## config.mk

```make
export PLATFORM = sky130hd
export DESIGN_NAME = spin_yield_park_backoff_top_flat
export DESIGN_NICKNAME = d
export VERILOG_FILES = /design/src/rtl/spyb_pkg.sv /design/src/rtl/spyb_if.sv /design/src/rtl/spin_yield_park_backoff_top.sv /design/src/rtl/spyb_cfg_regs.sv /design/src/rtl/spyb_core.sv /design/src/flat_wrapper.sv
export SDC_FILE = /design/constraint.sdc
export NUM_CORES = 1
export LEC_CHECK = 0
export BUFFER_PORTS_ARGS = -buffer_cell sky130_fd_sc_hd__buf_2
export CORE_MARGIN = 10
export CORE_UTILIZATION = 67
export DETAILED_ROUTE_END_ITERATION = 12
export PLACE_DENSITY_LB_ADDON = 0.15
export SLEW_MARGIN = 15
export SYNTH_ARGS = -nofsm -noshare
export SYNTH_HDL_FRONTEND = slang
export SYNTH_HIERARCHICAL = 1
export SYNTH_SLANG_ARGS = --single-unit
```

## constraint.sdc

```tcl
create_clock -name clk -period 17.9 [get_ports clk]
set_input_delay 2.685 -clock clk [delete_from_list [all_inputs] [get_ports clk]]
set_output_delay 2.685 -clock clk [all_outputs]
set_load 0.05 [all_outputs]
```

## src/rtl/spyb_pkg.sv

```systemverilog
// Package with shared types, constants and register codes of the backoff idle strategy.
`timescale 1ns / 1ps

package spyb_pkg;

    // Default widths of the timestamp and of the park period.
    localparam int TIME_WIDTH_DEF   = 48;
    localparam int PERIOD_WIDTH_DEF = 32;

    // Fixed widths of the configuration word, the register index and the sleep field.
    localparam int CFG_W     = 32;
    localparam int CFG_IDX_W = 3;
    localparam int SLEEP_W   = 32;

    // Reset values of the configuration registers.
    localparam logic [CFG_W-1:0] MIN_PARK_RST    = 32'd1000;
    localparam logic [CFG_W-1:0] MAX_PARK_RST    = 32'd1000000;
    localparam logic [CFG_W-1:0] MAX_SPIN_RST    = 32'd10000;
    localparam logic [CFG_W-1:0] MAX_YIELD_RST   = 32'd100000;
    localparam logic [CFG_W-1:0] DEF_TIMEOUT_RST = 32'd0;

    // Configuration register indexes.
    typedef enum logic [CFG_IDX_W-1:0] {
        REG_MIN_PARK    = 3'd0,
        REG_MAX_PARK    = 3'd1,
        REG_MAX_SPIN    = 3'd2,
        REG_MAX_YIELD   = 3'd3,
        REG_DEF_TIMEOUT = 3'd4
    } reg_idx_t;

    // Backoff phases.
    typedef enum logic [1:0] {
        PH_NOT_IDLE = 2'd0,
        PH_SPIN     = 2'd1,
        PH_YIELD    = 2'd2,
        PH_PARK     = 2'd3
    } phase_t;

    // Action codes of a result word.
    typedef enum logic [1:0] {
        ACT_NONE  = 2'd0,
        ACT_PAUSE = 2'd1,
        ACT_YIELD = 2'd2,
        ACT_SLEEP = 2'd3
    } action_t;

    // Status codes of a result word.
    localparam logic ST_CONTINUE  = 1'b0;
    localparam logic ST_TIMED_OUT = 1'b1;

    // Current register settings, handed from the register file to the core.
    typedef struct packed {
        logic [CFG_W-1:0] min_park_ns;
        logic [CFG_W-1:0] max_park_ns;
        logic [CFG_W-1:0] max_spin_ns;
        logic [CFG_W-1:0] max_yield_ns;
        logic [CFG_W-1:0] default_timeout_ns;
    } spyb_cfg_t;

    // One result word as produced by the core.
    typedef struct packed {
        logic               status;
        action_t            action;
        logic [SLEEP_W-1:0] sleep_ns;
    } spyb_result_t;

endpackage

```

## src/rtl/spyb_if.sv

```systemverilog
// Channel interfaces of the backoff idle strategy: poll, result and configuration.
`timescale 1ns / 1ps

// Poll channel: one word per idle poll.
interface spyb_poll_if #(
    parameter int TIME_WIDTH = spyb_pkg::TIME_WIDTH_DEF
);
    logic                              valid;
    logic                              ready;
    logic [TIME_WIDTH-1:0]             now_ns;
    logic                              work_done;
    logic [spyb_pkg::CFG_W-1:0]        timeout_override_ns;

    modport source (output valid, output now_ns, output work_done,
                    output timeout_override_ns, input ready);
    modport sink   (input valid, input now_ns, input work_done,
                    input timeout_override_ns, output ready);
endinterface

// Result channel: one word per poll.
interface spyb_result_if;
    logic                              valid;
    logic                              ready;
    logic                              status;
    logic [1:0]                        action;
    logic [spyb_pkg::SLEEP_W-1:0]      sleep_ns;

    modport source (output valid, output status, output action,
                    output sleep_ns, input ready);
    modport sink   (input valid, input status, input action,
                    input sleep_ns, output ready);
endinterface

// Configuration write channel.
interface spyb_cfg_if;
    logic                              valid;
    logic                              ready;
    logic [spyb_pkg::CFG_IDX_W-1:0]    index;
    logic [spyb_pkg::CFG_W-1:0]        data;

    modport source (output valid, output index, output data, input ready);
    modport sink   (input valid, input index, input data, output ready);
endinterface

```

## src/rtl/spin_yield_park_backoff_top.sv

```systemverilog
// Top level of the backoff idle strategy: poll input register, core, result register.
`timescale 1ns / 1ps

// Backoff idle strategy with timeout. Each poll word carries a timestamp, a
// work-done flag and an optional timeout override, and yields exactly one
// result word (status, action, sleep length) in the same order. The block
// takes one poll per cycle while the result side keeps taking words: a poll
// is captured in an input register, then the core decides it against the
// backoff state, and the state update and the result register load together
// once the result register is free. The loop through the state registers
// sets the rate. The result register lets a new poll enter while a result
// waits to be taken.
// Configuration is written through its own channel, which is always ready;
// registers should change only while no poll is in flight.
module spin_yield_park_backoff_top #(
    parameter int TIME_WIDTH   = spyb_pkg::TIME_WIDTH_DEF,
    parameter int PERIOD_WIDTH = spyb_pkg::PERIOD_WIDTH_DEF
) (
    input  logic           clk,
    input  logic           rst_n,
    spyb_poll_if.sink      poll,
    spyb_result_if.source  result,
    spyb_cfg_if.sink       cfg
);
    import spyb_pkg::*;

    spyb_cfg_t             cfg_cur;
    spyb_result_t          core_res;

    logic                  s1_valid_reg;
    logic [TIME_WIDTH-1:0] s1_now_reg;
    logic                  s1_work_reg;
    logic [CFG_W-1:0]      s1_ovr_reg;

    logic                  out_valid_reg;
    spyb_result_t          out_res_reg;

    logic                  s1_move;
    logic                  poll_take;

    // Handshake: the input register empties whenever the result register can load.
    assign s1_move    = s1_valid_reg && (!out_valid_reg || result.ready);
    assign poll.ready = !s1_valid_reg || s1_move;
    assign poll_take  = poll.valid && poll.ready;
    assign cfg.ready  = 1'b1;

    // Configuration registers.
    spyb_cfg_regs u_cfg (
        .clk      (clk),
        .rst_n    (rst_n),
        .wr_en    (cfg.valid),
        .wr_index (cfg.index),
        .wr_data  (cfg.data),
        .cfg      (cfg_cur)
    );

    // Backoff state and decision logic.
    spyb_core #(
        .TIME_WIDTH   (TIME_WIDTH),
        .PERIOD_WIDTH (PERIOD_WIDTH)
    ) u_core (
        .clk                 (clk),
        .rst_n               (rst_n),
        .step                (s1_move),
        .now_ns              (s1_now_reg),
        .work_done           (s1_work_reg),
        .timeout_override_ns (s1_ovr_reg),
        .cfg                 (cfg_cur),
        .res                 (core_res)
    );

    // Valid flags of the two stages.
    always_ff @(posedge clk or negedge rst_n)
    begin
        if (!rst_n)
        begin
            s1_valid_reg  <= 1'b0;
            out_valid_reg <= 1'b0;
        end
        else
        begin
            if (poll.ready)
                s1_valid_reg <= poll.valid;
            if (s1_move)
                out_valid_reg <= 1'b1;
            else if (result.ready)
                out_valid_reg <= 1'b0;
        end
    end

    // Payload registers of the two stages.
    always_ff @(posedge clk)
    begin
        if (poll_take)
        begin
            s1_now_reg  <= poll.now_ns;
            s1_work_reg <= poll.work_done;
            s1_ovr_reg  <= poll.timeout_override_ns;
        end
        if (s1_move)
            out_res_reg <= core_res;
    end

    assign result.valid    = out_valid_reg;
    assign result.status   = out_res_reg.status;
    assign result.action   = out_res_reg.action;
    assign result.sleep_ns = out_res_reg.sleep_ns;

    // A timed-out word never carries an action.
    a_timeout_no_action: assert property (@(posedge clk) disable iff (!rst_n)
        out_valid_reg && (out_res_reg.status == ST_TIMED_OUT)
        |-> (out_res_reg.action == ACT_NONE))
        else $error("timed-out result carries an action");

    // Only a sleep word carries a sleep length.
    a_sleep_only_park: assert property (@(posedge clk) disable iff (!rst_n)
        out_valid_reg && (out_res_reg.action != ACT_SLEEP)
        |-> (out_res_reg.sleep_ns == '0))
        else $error("nonzero sleep length without sleep action");

    // A held poll stays in the input register while the result side stalls.
    a_s1_hold: assert property (@(posedge clk) disable iff (!rst_n)
        s1_valid_reg && !s1_move |=> s1_valid_reg && $stable(s1_now_reg))
        else $error("stalled poll lost from input register");

    // A word entering the result register while one is still waiting is a slip.
    a_no_overwrite: assert property (@(posedge clk) disable iff (!rst_n)
        s1_move |-> (!out_valid_reg || result.ready))
        else $error("result register overwritten before it was taken");

endmodule

```

## src/rtl/spyb_cfg_regs.sv

```systemverilog
// Configuration register file of the backoff idle strategy.
`timescale 1ns / 1ps

module spyb_cfg_regs (
    input  logic                            clk,
    input  logic                            rst_n,
    input  logic                            wr_en,
    input  logic [spyb_pkg::CFG_IDX_W-1:0]  wr_index,
    input  logic [spyb_pkg::CFG_W-1:0]      wr_data,
    output spyb_pkg::spyb_cfg_t             cfg
);
    import spyb_pkg::*;

    spyb_cfg_t cfg_reg;

    // Register writes; an index beyond the list is dropped.
    always_ff @(posedge clk or negedge rst_n)
    begin
        if (!rst_n)
        begin
            cfg_reg.min_park_ns        <= MIN_PARK_RST;
            cfg_reg.max_park_ns        <= MAX_PARK_RST;
            cfg_reg.max_spin_ns        <= MAX_SPIN_RST;
            cfg_reg.max_yield_ns       <= MAX_YIELD_RST;
            cfg_reg.default_timeout_ns <= DEF_TIMEOUT_RST;
        end
        else if (wr_en)
        begin
            case (wr_index)
                REG_MIN_PARK:    cfg_reg.min_park_ns        <= wr_data;
                REG_MAX_PARK:    cfg_reg.max_park_ns        <= wr_data;
                REG_MAX_SPIN:    cfg_reg.max_spin_ns        <= wr_data;
                REG_MAX_YIELD:   cfg_reg.max_yield_ns       <= wr_data;
                REG_DEF_TIMEOUT: cfg_reg.default_timeout_ns <= wr_data;
                default:         ;
            endcase
        end
    end

    assign cfg = cfg_reg;

endmodule

```

## src/rtl/spyb_core.sv

```systemverilog
// Backoff state and per-poll decision logic: timeout check, phase stepping, park doubling.
`timescale 1ns / 1ps

module spyb_core #(
    parameter int TIME_WIDTH   = spyb_pkg::TIME_WIDTH_DEF,
    parameter int PERIOD_WIDTH = spyb_pkg::PERIOD_WIDTH_DEF
) (
    input  logic                            clk,
    input  logic                            rst_n,
    input  logic                            step,
    input  logic [TIME_WIDTH-1:0]           now_ns,
    input  logic                            work_done,
    input  logic [spyb_pkg::CFG_W-1:0]      timeout_override_ns,
    input  spyb_pkg::spyb_cfg_t             cfg,
    output spyb_pkg::spyb_result_t          res
);
    import spyb_pkg::*;

    // Width that holds a doubled period and the park ceiling.
    localparam int CW = (PERIOD_WIDTH + 1 > CFG_W) ? PERIOD_WIDTH + 1 : CFG_W;

    phase_t                  phase_reg, phase_next;
    logic                    start_valid_reg, start_valid_next;
    logic [TIME_WIDTH-1:0]   start_time_reg, start_time_next;
    logic [TIME_WIDTH-1:0]   phase_start_reg, phase_start_next;
    logic [PERIOD_WIDTH-1:0] park_period_reg, park_period_next;

    logic [CFG_W-1:0]        tmo;
    logic                    tmo_on;
    logic [TIME_WIDTH-1:0]   start_eff;
    logic [TIME_WIDTH-1:0]   elapsed_tmo;
    logic [TIME_WIDTH-1:0]   elapsed_ph;
    logic                    timed_out;
    logic                    spin_done;
    logic                    yield_done;
    logic [PERIOD_WIDTH-1:0] min_park;
    logic [CW-1:0]           dbl;
    logic [CW-1:0]           capped;
    logic [PERIOD_WIDTH-1:0] park_dbl;

    // Effective timeout and elapsed times, both modulo the timestamp width.
    assign tmo         = (timeout_override_ns != '0) ? timeout_override_ns
                                                     : cfg.default_timeout_ns;
    assign tmo_on      = (tmo != '0);
    assign start_eff   = start_valid_reg ? start_time_reg : now_ns;
    assign elapsed_tmo = now_ns - start_eff;
    assign elapsed_ph  = now_ns - phase_start_reg;
    assign timed_out   = tmo_on && (elapsed_tmo >= TIME_WIDTH'(tmo));
    assign spin_done   = (elapsed_ph >= TIME_WIDTH'(cfg.max_spin_ns));
    assign yield_done  = (elapsed_ph >= TIME_WIDTH'(cfg.max_yield_ns));
    assign min_park    = PERIOD_WIDTH'(cfg.min_park_ns);

    // Doubled park period, capped by the ceiling register and by the period width.
    always_comb
    begin
        dbl    = CW'({park_period_reg, 1'b0});
        capped = (dbl > CW'(cfg.max_park_ns)) ? CW'(cfg.max_park_ns) : dbl;
        if (capped > CW'({PERIOD_WIDTH{1'b1}}))
            park_dbl = {PERIOD_WIDTH{1'b1}};
        else
            park_dbl = capped[PERIOD_WIDTH-1:0];
    end

    // Next state.
    always_comb
    begin
        phase_next       = phase_reg;
        start_valid_next = start_valid_reg;
        start_time_next  = start_time_reg;
        phase_start_next = phase_start_reg;
        park_period_next = park_period_reg;
        if (work_done)
        begin
            phase_next       = PH_NOT_IDLE;
            start_valid_next = 1'b0;
            park_period_next = min_park;
        end
        else
        begin
            if (tmo_on && !start_valid_reg)
            begin
                start_valid_next = 1'b1;
                start_time_next  = now_ns;
            end
            if (!timed_out)
            begin
                case (phase_reg)
                    PH_NOT_IDLE:
                    begin
                        phase_next       = PH_SPIN;
                        phase_start_next = now_ns;
                    end
                    PH_SPIN:
                    begin
                        if (spin_done)
                        begin
                            phase_next       = PH_YIELD;
                            phase_start_next = now_ns;
                        end
                    end
                    PH_YIELD:
                    begin
                        if (yield_done)
                        begin
                            phase_next       = PH_PARK;
                            phase_start_next = now_ns;
                            park_period_next = min_park;
                        end
                    end
                    default:
                    begin
                        park_period_next = park_dbl;
                    end
                endcase
            end
        end
    end

    // Result word for the poll now in the input register.
    always_comb
    begin
        res.status   = ST_CONTINUE;
        res.action   = ACT_NONE;
        res.sleep_ns = '0;
        if (!work_done)
        begin
            if (timed_out)
            begin
                res.status = ST_TIMED_OUT;
            end
            else
            begin
                case (phase_reg)
                    PH_NOT_IDLE: res.action = ACT_NONE;
                    PH_SPIN:     res.action = ACT_PAUSE;
                    PH_YIELD:    res.action = ACT_YIELD;
                    default:
                    begin
                        res.action   = ACT_SLEEP;
                        res.sleep_ns = SLEEP_W'(park_period_reg);
                    end
                endcase
            end
        end
    end

    // State registers advance once per poll.
    always_ff @(posedge clk or negedge rst_n)
    begin
        if (!rst_n)
        begin
            phase_reg       <= PH_NOT_IDLE;
            start_valid_reg <= 1'b0;
            start_time_reg  <= '0;
            phase_start_reg <= '0;
            park_period_reg <= PERIOD_WIDTH'(MIN_PARK_RST);
        end
        else if (step)
        begin
            phase_reg       <= phase_next;
            start_valid_reg <= start_valid_next;
            start_time_reg  <= start_time_next;
            phase_start_reg <= phase_start_next;
            park_period_reg <= park_period_next;
        end
    end

endmodule

```

## src/flat_wrapper.sv

```systemverilog
// flat-port wrapper written by rule: the top's interface ports become plain ports
module spin_yield_park_backoff_top_flat import spyb_pkg::*;
#(
    parameter int TIME_WIDTH   = spyb_pkg::TIME_WIDTH_DEF,
    parameter int PERIOD_WIDTH = spyb_pkg::PERIOD_WIDTH_DEF
)
  (clk, rst_n, poll_valid, poll_now_ns, poll_work_done, poll_timeout_override_ns, poll_ready, result_valid, result_status, result_action, result_sleep_ns, result_ready, cfg_valid, cfg_index, cfg_data, cfg_ready);
  spyb_poll_if #(.TIME_WIDTH(TIME_WIDTH)) poll_i ();
  spyb_result_if result_i ();
  spyb_cfg_if cfg_i ();
  input  logic clk;
  input  logic rst_n;
  input wire logic [$bits(poll_i.valid)-1:0] poll_valid;
  input wire logic [$bits(poll_i.now_ns)-1:0] poll_now_ns;
  input wire logic [$bits(poll_i.work_done)-1:0] poll_work_done;
  input wire logic [$bits(poll_i.timeout_override_ns)-1:0] poll_timeout_override_ns;
  output wire logic [$bits(poll_i.ready)-1:0] poll_ready;
  output wire logic [$bits(result_i.valid)-1:0] result_valid;
  output wire logic [$bits(result_i.status)-1:0] result_status;
  output wire logic [$bits(result_i.action)-1:0] result_action;
  output wire logic [$bits(result_i.sleep_ns)-1:0] result_sleep_ns;
  input wire logic [$bits(result_i.ready)-1:0] result_ready;
  input wire logic [$bits(cfg_i.valid)-1:0] cfg_valid;
  input wire logic [$bits(cfg_i.index)-1:0] cfg_index;
  input wire logic [$bits(cfg_i.data)-1:0] cfg_data;
  output wire logic [$bits(cfg_i.ready)-1:0] cfg_ready;
  assign poll_i.valid = poll_valid;
  assign poll_i.now_ns = poll_now_ns;
  assign poll_i.work_done = poll_work_done;
  assign poll_i.timeout_override_ns = poll_timeout_override_ns;
  assign poll_ready = poll_i.ready;
  assign result_valid = result_i.valid;
  assign result_status = result_i.status;
  assign result_action = result_i.action;
  assign result_sleep_ns = result_i.sleep_ns;
  assign result_i.ready = result_ready;
  assign cfg_i.valid = cfg_valid;
  assign cfg_i.index = cfg_index;
  assign cfg_i.data = cfg_data;
  assign cfg_ready = cfg_i.ready;
  spin_yield_park_backoff_top #(.TIME_WIDTH(TIME_WIDTH), .PERIOD_WIDTH(PERIOD_WIDTH)) u_core (.clk(clk), .rst_n(rst_n), .poll(poll_i), .result(result_i), .cfg(cfg_i));
endmodule
```

======== After elaboration in Yosys (flattened, before gate mapping) ========
Index checks and enable logic that the tools add are counted.
operators by class
  shift-type cells ........................ 0
  $mul .................................... 0
  $lt $le $gt $ge ......................... 5
  bitwise operators ....................... 2
  div/mod/pow operators ................... 0
  multiplexer cells ....................... 22
  reductions and logical operators ........ 30
  $add $sub $neg .......................... 2
  equality and inequality tests ........... 12
operators by type and width
  operator                number
  $mux W32                5
  $ge A48 B32 Y1          3
  $mux W48                3
  $pmux W48 S3            1
  $sub A48 B48 Y48        2
  $pmux W32 S2            1
  $reduce_bool A32 Y1     2
  $gt A33 B32 Y1          1
  $gt A33 B32 Y1 const B  1
  $mux W33                1
  $pmux W2 S3             2
  $reduce_and A2 Y1       6
  $mux W2                 4
  $eq A3 B2 Y1 const B    2
  $ne A3 B2 Y1 const B    2
  $reduce_and A6 Y1       1
  $mux W1                 5
  $reduce_and A5 Y1       1
  $reduce_or A5 Y1        1
  $logic_and A1 B1 Y1     4
  $ne A2 B1 Y1 const B    2
  $ne A2 B2 Y1 const B    2
  $reduce_and A4 Y1       1
  $reduce_bool A2 Y1      2
  other kinds (13)        18
word-level totals
  memories ................................ 0
  bits in latches ......................... 0
  bits of input ports ..................... 121
  output and inout port bits .............. 38
  RAM bits ................................ 0
  memory bits (read-only) ................. 0
  register bits after elaboration ......... 409
  logic and storage cells ................. 91

======== Longest topological paths before layout ========
Gate-level depths: netlist (run 1).
  depth after elaboration ................. 7
  depth in mapped cells ................... 30
  depth with buffers taken out ............ 25

======== By module ========
Netlist (run 1), hierarchy kept.
by module, submodules not included
  module                       times used  seq. area each (µm²)  area each (µm²)  cells an instance
  spyb_core                    1           3285.7                16044.1          1937
  spyb_cfg_regs                1           4033.9                6063.3           343
  spin_yield_park_backoff_top  1           3533.4                3598.5           126

======== Worst setup path after synthesis (run 1) ========
Ideal clock, no wire load.
  path kind ............................... register to register
  from .................................... reg u_core.u_core.start_valid_reg
  to ...................................... reg u_core.u_core.phase_start_reg[10]
  period minus slack after synthesis ...... 6.164 ns
  data arrival time ....................... 6.039 ns
  path slack .............................. 11.736 ns
  stages on the path, launching flop included .. 29
  setup time .............................. 0.125 ns
  data required time ...................... 17.775 ns
  path through ............................ dfrtp_1 clkbuf_1 buf_1 clkbuf_1 mux2i_1 ha_1 a21oi_1 nand2_1 o211ai_2 a21boi_0 nor2_1 o21ai_0 a21boi_0 xnor2_1 ha_1 nand4_1 nor4_1 a221oi_1 o31ai_1 nor4_1 o2111ai_1 a211oi_1 nand4_1 nor4_2 nor2_2 nand4b_4 buf_6 buf_6 mux2_4
on the way
  word-level cells in the longest chain between the ends .. 6
RTL lines
  item                         line              text
  start, declared              spyb_core.sv:23   logic start_valid_reg, start_valid_next;
  start signal, assigned       spyb_core.sv:161  start_valid_reg <= start_valid_next;
  $mux W48                     spyb_core.sv:45   assign start_eff = start_valid_reg ? start_time_reg : now_ns;
  $sub A48 B48 Y48             spyb_core.sv:46   assign elapsed_tmo = now_ns - start_eff;
  $ge A48 B32 Y1               spyb_core.sv:48   assign timed_out = tmo_on && (elapsed_tmo >= TIME_WIDTH'(tmo));
  $logic_and A1 B1 Y1          spyb_core.sv:48
  $not A1 Y1 (no line)         --
  $reduce_and A6 Y1 (no line)  --
  end signal, assigned         spyb_core.sv:163  phase_start_reg <= phase_start_next;
  end, declared                spyb_core.sv:25   logic [TIME_WIDTH-1:0] phase_start_reg, phase_start_next;
No other way between the ends.
A chain may end at the register's enable or synchronous reset.

======== Final worst setup path (run 1) ========
  from .................................... reg u_core.u_core.start_valid_reg
  to ...................................... reg u_core.u_core.phase_start_reg[5]
The elaborated chain is that of the path after synthesis.

==> results.md, run 1 <==
- Data required time of the worst path: about 18 ns
- Cells on Worst Hold Path: 1
- GRT Residual Overflow: 0
- Flip-flop and latch count after synthesis: 409
- Iter 0 DRT Violations: roughly 2000
- Last weighted congestion value of the routability-driven placer: around 1
- Number of enable flip-flop cells after synthesis: around 120
- Synth-to-layout area growth: 10.0%
- Number of rows in the core area: 71
- Fraction of synthesis flops using an asynchronous set or reset pin: 0.716
- Number of resized instances in the post-cts repair step: 0
- Clock buffer depth: 3
- Delay contributed by the slowest stage of the critical path: 0.89 ns
- Transition time of the tightest slew-check pin: 1.04 ns
- Achievable frequency: 0.129 GHz
- Total area of sequential cells: 0.0109 mm^2
- Worst path arrival time: 8.20 ns
- Reg2Reg Depth: 25
- Distinct cell type count of the synthesized netlist: 91
- Via count of the first global-routing pass: 20600
- Worst clock skew: 0.0218 ns
- Ports placed on the boundary: 159
- Kind of cell adding the most delay to the critical path: simple AND/OR/NAND/NOR gates
- Setup TNS: 0 ns
- Number of antenna cells inserted: 0
- CTS sink cnt: just over 400
- # hold bufs at CTS: 0
- Worst Setup End Kind: flip-flop
- Critical path buffers and inverters: 2
- Final slew viol count: 0
- Crit Path Class: flip-flop to flip-flop
- Setup repair after global routing missed its margin: no
- Synth top area cells: dfrtp_1, edfxtp_1, mux2_2
- Launch instance of the worst register-to-register path: u_core/u_core/start_valid_reg$_DFFE_PN0P_
- Dominant cell by count in the synthesized netlist: dfrtp_1
- Clock H-tree levels: 2
- Syn Area/Cell: 10.7 um^2
- CP Launch Type: flip-flop
- Status: finished clean
- Top cell type by total area after synthesis: dfrtp_1
- Largest voltage drop on the vdd net: 0.109 mV
- Total nets after synthesis: ~2800
- Syn Std Cell Area: 0.0257 mm^2
- Ratio of cells with drive above 1 in the final layout: 0.230
- Slack of the worst reg-to-reg path: 10.16 ns
- Core Area: 0.0378 mm^2
- Hold path start: u_core/u_cfg/cfg[86]$_DFFE_PN0P_
- Worst slack after detailed placement: a little over 10 ns
- Count of yosys warnings during synthesis: 6
- Worst hold margin: 0.496 ns
- Number of optimization iterations in the first detailed-route pass: 8
- Clock edge transition at the registers on the reported setup and hold paths: about 0.06 ns
- Placement Cell Area: 0.0269 mm^2
- Footprint of the multi-input gates: 0.0138 mm^2
- Clock latency on the worst-skew pair: 0.59 ns
- Setup violation total in the final timing report: 0
- Final core utilization: 0.749
- Port bufs: 157
- Post-Route WL: 72000 um
- Number of flip-flops under the largest register name: 160
- Final worst-path setup slack: 10.16 ns
- Root buffer cell: clkbuf_16
- Maximum number of pins on one net before global-route repair: 190
- Dpl cells: ~3000
- Routed vias/inst: 6.49
- Peak fanout along the critical path: 52
- Max-Slew Margin vs Limit: 0.305
- Vias after detailed routing: 20000
- Clock tree from TritonCTS: built
- Antenna violations before repair: 0
- Final std cells w/o fill: 3084
- Final critical delay including setup and external delays: 7.74 ns
- Sequential area share after synthesis: 0.422
- Die Outline Area: 0.0466 mm^2
- Horizontal die dimension: about 220 um
- Final antenna-violating net count: 0
- Vert. Die Dim: about 220 um
- Starting density of the core: 0.681
- DP HPWL: about 53000 um
- Pwr dens: 126 mW/mm^2
- DRC viols: 0
- Share of the clock period used by the worst path after layout: 0.433
- Post-route cell area: 0.0283 mm^2
- Filler instances: 2522
- Worst min path class: flip-flop to flip-flop
- Portion of synthesized cell area occupied by the leading cell type: 0.256
- Clock buffers created by TritonCTS: 43
- Number of setup buffers added after CTS: 0
- Number of instances in the synthesized netlist: 2406
- Routed wirelength normalized by instance count: ~23 um
- End point of the worst hold path: u_core/u_cfg/cfg[86]$_DFFE_PN0P_
- Power, Total: 3.56 mW
- Standard cell with the maximum stage delay on the critical path: nand4b_4
- Cell types with the highest counts after synthesis: dfrtp_1, mux2_2, ha_1, a21oi_1, inv_1
- Global-route wire length before repair: between 100000 and 150000 um
- Total Routing Usage GR: 0.304
- Static Leakage: roughly 13 nW
- Most instantiated flip-flop cell in the synthesis netlist: dfrtp_1
- RR Endpoint: u_core/u_core/phase_start_reg[5]$_DFFE_PN0P_
- Final hold violations: 0
- Layout net count: 2887
- Max capacitance violation total: 0
[cells in the final DEF (no fill, tap or decap), drive strengths merged, types with 19 or more instances in the layout]
cell type	synthesis	final
nand4	59	59
dfrtp	263	263
buf	48	175
o21a	19	19
edfxtp	116	116
inv	164	167
mux2	289	289
dfstp	30	30
nor3	36	36
a21o	49	49
o21ai	110	110
nor2	132	132
and2	40	40
clkbuf	40	61
mux2i	84	84
nand2	137	137
a21oi	226	226
nand3	26	26
nor4	34	34
xor2	40	40
xnor2	34	34
ha	226	226
a211oi	27	27
[worst max-delay path by stage]
stage	slack, ns	start	depth (start not counted)	end
CTS	10.27	u_core/u_core/start_valid_reg$_DFFE_PN0P_	25	u_core/u_core/phase_start_reg[5]$_DFFE_PN0P_
global placement	10.56	u_core/u_core/start_valid_reg$_DFFE_PN0P_	25	u_core/u_core/phase_start_reg[6]$_DFFE_PN0P_
global route	9.74	u_core/u_core/start_valid_reg$_DFFE_PN0P_	25	u_core/u_core/phase_start_reg[5]$_DFFE_PN0P_
finish	10.16	u_core/u_core/start_valid_reg$_DFFE_PN0P_	25	u_core/u_core/phase_start_reg[5]$_DFFE_PN0P_
detailed placement	10.29	u_core/u_core/start_valid_reg$_DFFE_PN0P_	25	u_core/u_core/phase_start_reg[22]$_DFFE_PN0P_
floorplan	11.74	u_core/u_core/start_valid_reg$_DFFE_PN0P_	28	u_core/u_core/phase_start_reg[10]$_DFFE_PN0P_
[cell type report]
| class | instances | share of cell area |
|---|---|---|
| Clock buffer | 61 | 0.0437 |
| Clock inverter | 19 | 0.00641 |
| Inverter | 164 | 0.0218 |
| Multi-Input combinational cell | 1745 | 0.488 |
| Sequential cell | 409 | 0.384 |
| Tap cell | 511 | 0.0226 |
| Timing Repair Buffer | 175 | 0.0334 |
[cells by family after synthesis]
logic type               after synthesis  synth area share
AO/OA/AOI/OAI                        539             0.130
AND/OR/NAND/NOR                      530             0.105
flip-flops                           409             0.422
multiplexers                         373             0.162
buffers and inverters                252            0.0434
adder cells (fa/ha/maj)              228             0.112
XOR/XNOR                              74            0.0252
other                                  1          0.000146
[report_power, final]
group / switching (mW) / internal [mW]
clock: 0.386 / 0.515
sequential: 0.159 / 1.16
combinational: 0.773 / 0.570
[routing by layer]
metal | track usage | vias up | wire length [um]
met4 | 0.126 | 0 | 3150
met1 | 0.392 | 9831 | 30000
met5 | 0 | - | 0
met2 | 0.496 | 885 | 33600
met3 | 0.0550 | 194 | 5220
li1 | - | 9099 | -
[worst reg2reg max path, cell delays in order, from the launching register on]
cell and delay [ns]:
dfrtp_2 0.34, buf_4 0.75, o21ai_0 0.30, ha_1 0.29, inv_1 0.08, fa_1 0.21, nand3_1 0.17, a211oi_2 0.28
nor3_2 0.11, nand3b_1 0.17, a31oi_1 0.63, a21oi_1 0.18, xnor2_1 0.22, ha_1 0.26, nand2_1 0.11, nor4_1 0.08
a221oi_1 0.30, o31ai_1 0.13, nor4_1 0.29, o2111ai_1 0.17, a211oi_1 0.23, nand4_1 0.13, nor4_2 0.53, nor2_2 0.15
nand4b_4 0.89, mux2_2 0.65
Note: power is estimated with default switching activity, not from simulation.
==> inputs of run 2 (changes only) <==
CORE_UTILIZATION = 62   (was 67)
clock period = 7.15 ns   (was 17.9 ns; I/O delays follow)
==> run 2 against run 1 <==
- final area increased by 1.4%
- die area increased by 7.3%
- critical path type unchanged
- critical path depth decreased by 1
- highest routed layer unchanged
- total power increased to 2.5 times the previous value
==> results.md, run 2 (synthesis gave the netlist of run 1 again) <==
- Number of flip-flops under the largest register name: 160 (unchanged)
- Number of rows in the core area: 74 (+4.2%)
- Worst Setup End Kind: flip-flop
- Achievable frequency: 0.150 GHz (+16%)
- Filler instances: 3036 (+20%)
- Peak fanout along the critical path: 21 (-60%)
- Critical path buffers and inverters: 1 (-1)
- Status: finished clean
- Final std cells w/o fill: 3134 (+1.6%)
- Iter 0 DRT Violations: 1664 (-15%)
- CP Launch Type: flip-flop
- Clock latency on the worst-skew pair: 0.58 ns (about the same)
- GRT Residual Overflow: 0 (unchanged)
- Max capacitance violation total: 0 (unchanged)
- Worst min path class: flip-flop to flip-flop
- Share of the clock period used by the worst path after layout: 0.935 (+0.502)
- Footprint of the multi-input gates: 0.0138 mm^2 (+0.11%)
- Final critical delay including setup and external delays: 6.68 ns (-1.06 ns)
- Max-Slew Margin vs Limit: 0.338 (+0.0324)
- Synth-to-layout area growth: 11.5%
- Placement Cell Area: 0.0271 mm^2 (+0.90%)
- Number of setup buffers added after CTS: 0 (unchanged)
- # hold bufs at CTS: 0 (unchanged)
- Routed vias/inst: 6.27 (-3.4%)
- Final hold violations: 0 (unchanged)
- Standard cell with the maximum stage delay on the critical path: dfrtp_4
- Cells on Worst Hold Path: 1 (unchanged)
- DRC viols: 0 (unchanged)
- Number of resized instances in the post-cts repair step: 0 (unchanged)
- Crit Path Class: flip-flop to flip-flop
- Maximum number of pins on one net before global-route repair: 177 (-6.8%)
- Starting density of the core: 0.628 (-0.0527)
- Launch instance of the worst register-to-register path: u_core/u_core/start_valid_reg$_DFFE_PN0P_
- Post-route cell area: 0.0287 mm^2 (+1.4%)
- Data required time of the worst path: 7.61 ns (-10.75 ns)
- Ports placed on the boundary: 159 (unchanged)
- Antenna violations before repair: 0 (unchanged)
- Worst clock skew: 0.0187 ns (-0.00318 ns)
- Die Outline Area: 0.0500 mm^2 (+7.3%)
- Total area of sequential cells: 0.0109 mm^2 (about the same)
- Ratio of cells with drive above 1 in the final layout: 0.242 (+0.0121)
- Delay contributed by the slowest stage of the critical path: 0.67 ns (-0.22 ns)
- Layout net count: 2915 (+0.97%)
- Routed wirelength normalized by instance count: 22.8 um (-2.2%)
- Static Leakage: 12.8 nW (+1.7%)
- Worst path depth: 24 (-4.0%)
- Vert. Die Dim: 224 um (+3.6%)
- Reg2Reg Depth: 24 (-4.0%)
- Vias after detailed routing: 19600 (-1.8%)
- Clock edge transition at the registers on the reported setup and hold paths: 0.07 ns (about the same)
- Clock buffer depth: 3 (unchanged)
- Global-route wire length before repair: 111000 um (-1.5%)
- Pwr dens: 312 mW/mm^2 (+150%)
- Dpl cells: 3052 (+1.6%)
- Setup TNS: 0 ns (unchanged)
- Final antenna-violating net count: 0 (unchanged)
- Clock H-tree levels: 2 (unchanged)
- Setup repair after global routing missed its margin: no
- Worst path arrival time: 7.14 ns (-1.06 ns)
- Most frequent standard cell in the layout excluding fill and tap cells: dfrtp_1
- Number of optimization iterations in the first detailed-route pass: 5 (-3)
- Final slew viol count: 0 (unchanged)
- Beginning of the critical path: u_core/u_core/start_valid_reg$_DFFE_PN0P_
- Clock tree from TritonCTS: built
- Horizontal die dimension: 224 um (+3.6%)
- Port bufs: 157 (unchanged)
- Setup violation total in the final timing report: 0 (unchanged)
- DP HPWL: 54500 um (+2.4%)
- Transition time of the tightest slew-check pin: 0.994 ns (-0.0470 ns)
- Clock buffers created by TritonCTS: 43 (unchanged)
- Commonest cells after routing, fill and taps aside: dfrtp_1, mux2_2, ha_1
- Post-Route WL: 71600 um (-0.59%)
- Last weighted congestion value of the routability-driven placer: 1.04 (+4.3%)
- Total Routing Usage GR: 0.279 (-0.0249)
- Core Area: 0.0409 mm^2 (+8.4%)
- Kind of cell adding the most delay to the critical path: compound AO/OA/AOI/OAI gates
- Root buffer cell: clkbuf_16
- Worst hold margin: 0.493 ns (-0.00383 ns)
- Largest voltage drop on the vdd net: 0.308 mV (+180%)
- Hold path start: u_core/u_cfg/cfg[154]$_DFFE_PN0P_
- Via count of the first global-routing pass: 19900 (-3.4%)
- CTS sink cnt: 409 (unchanged)
- Worst path cell trace: mux2i_1 -> ha_1 -> a21oi_1 -> nand2_1 -> o211ai_2 -> a21boi_0 -> nor2_1 -> o21ai_0 -> a21boi_0 -> xnor2_1 -> ha_1 -> nand4_1 -> nor4_1 -> a221oi_1 -> o31ai_1 -> nor4_1 -> o2111ai_1 -> a211oi_1 -> nand4_1 -> nor4_2 -> buf_4 -> nor2_2 -> nand4b_2 -> mux2_4
[run 2: changes by cell type in the layout (fill, tap and decap cells not counted), moves of 2 or more]
cell / before / now
clkinv_2: 6 / 9
buf_4: 17 / 43
clkbuf_8: 5 / 8
inv_6: 2 / 4
clkbuf_1: 11 / 2
clkbuf_16: 45 / 48
[run 2: layout make-up]
cell class,count,share of cell area
multi-input combinational,1746,0.482
sequential,409,0.379
clock buffer,58,0.0460
timing repair buffer,202,0.0404
tap,532,0.0232
inverter,164,0.0215
clock inverter,22,0.00781
antenna,1,0.0000873
[run 2: layer usage]
| metal | vias up | track usage | wire, um |
|---|---|---|---|
| met4 | 0 | 0.0983 | 2260 |
| met3 | 132 | 0.0340 | 4120 |
| met5 | - | 0 | 0 |
| li1 | 9147 | - | - |
| met2 | 620 | 0.447 | 33400 |
| met1 | 9741 | 0.384 | 31800 |
[run 2: power breakdown]
group | total [mW] | leakage, nW | internal (mW) | switching, mW
Combinational | 3.30 | 7.31 | 1.42 | 1.87
Clock | 2.38 | 0.762 | 1.42 | 0.960
Sequential | 3.28 | 4.68 | 2.90 | 0.383
[run 2: through the flow]
step           total power [mW]  setup WS, ns   util
2_1_floorplan              5.57         0.986      -
4_1_cts                    8.94         0.184  0.700
3_3_place_gp               6.42         0.440  0.662
6_report                   8.95         0.465  0.701
5_1_grt                    9.48        0.0119  0.701
3_5_place_dp               6.52         0.199  0.662
[run 2: worst paths after layout]
path / endpoint / slack [ns]
max reg2reg: u_core/u_core/phase_start_reg[18]$_DFFE_PN0P_ / 0.47
min in group asynchronous: u_core/u_core/start_time_reg[1]$_DFFE_PN0P_ / 0.55
max: u_core/u_core/phase_start_reg[18]$_DFFE_PN0P_ / 0.47
min: u_core/u_cfg/cfg[154]$_DFFE_PN0P_ / 0.49
min reg2reg: u_core/u_cfg/cfg[154]$_DFFE_PN0P_ / 0.49
max in group asynchronous: u_core/u_core/phase_start_reg[28]$_DFFE_PN0P_ / 5.04
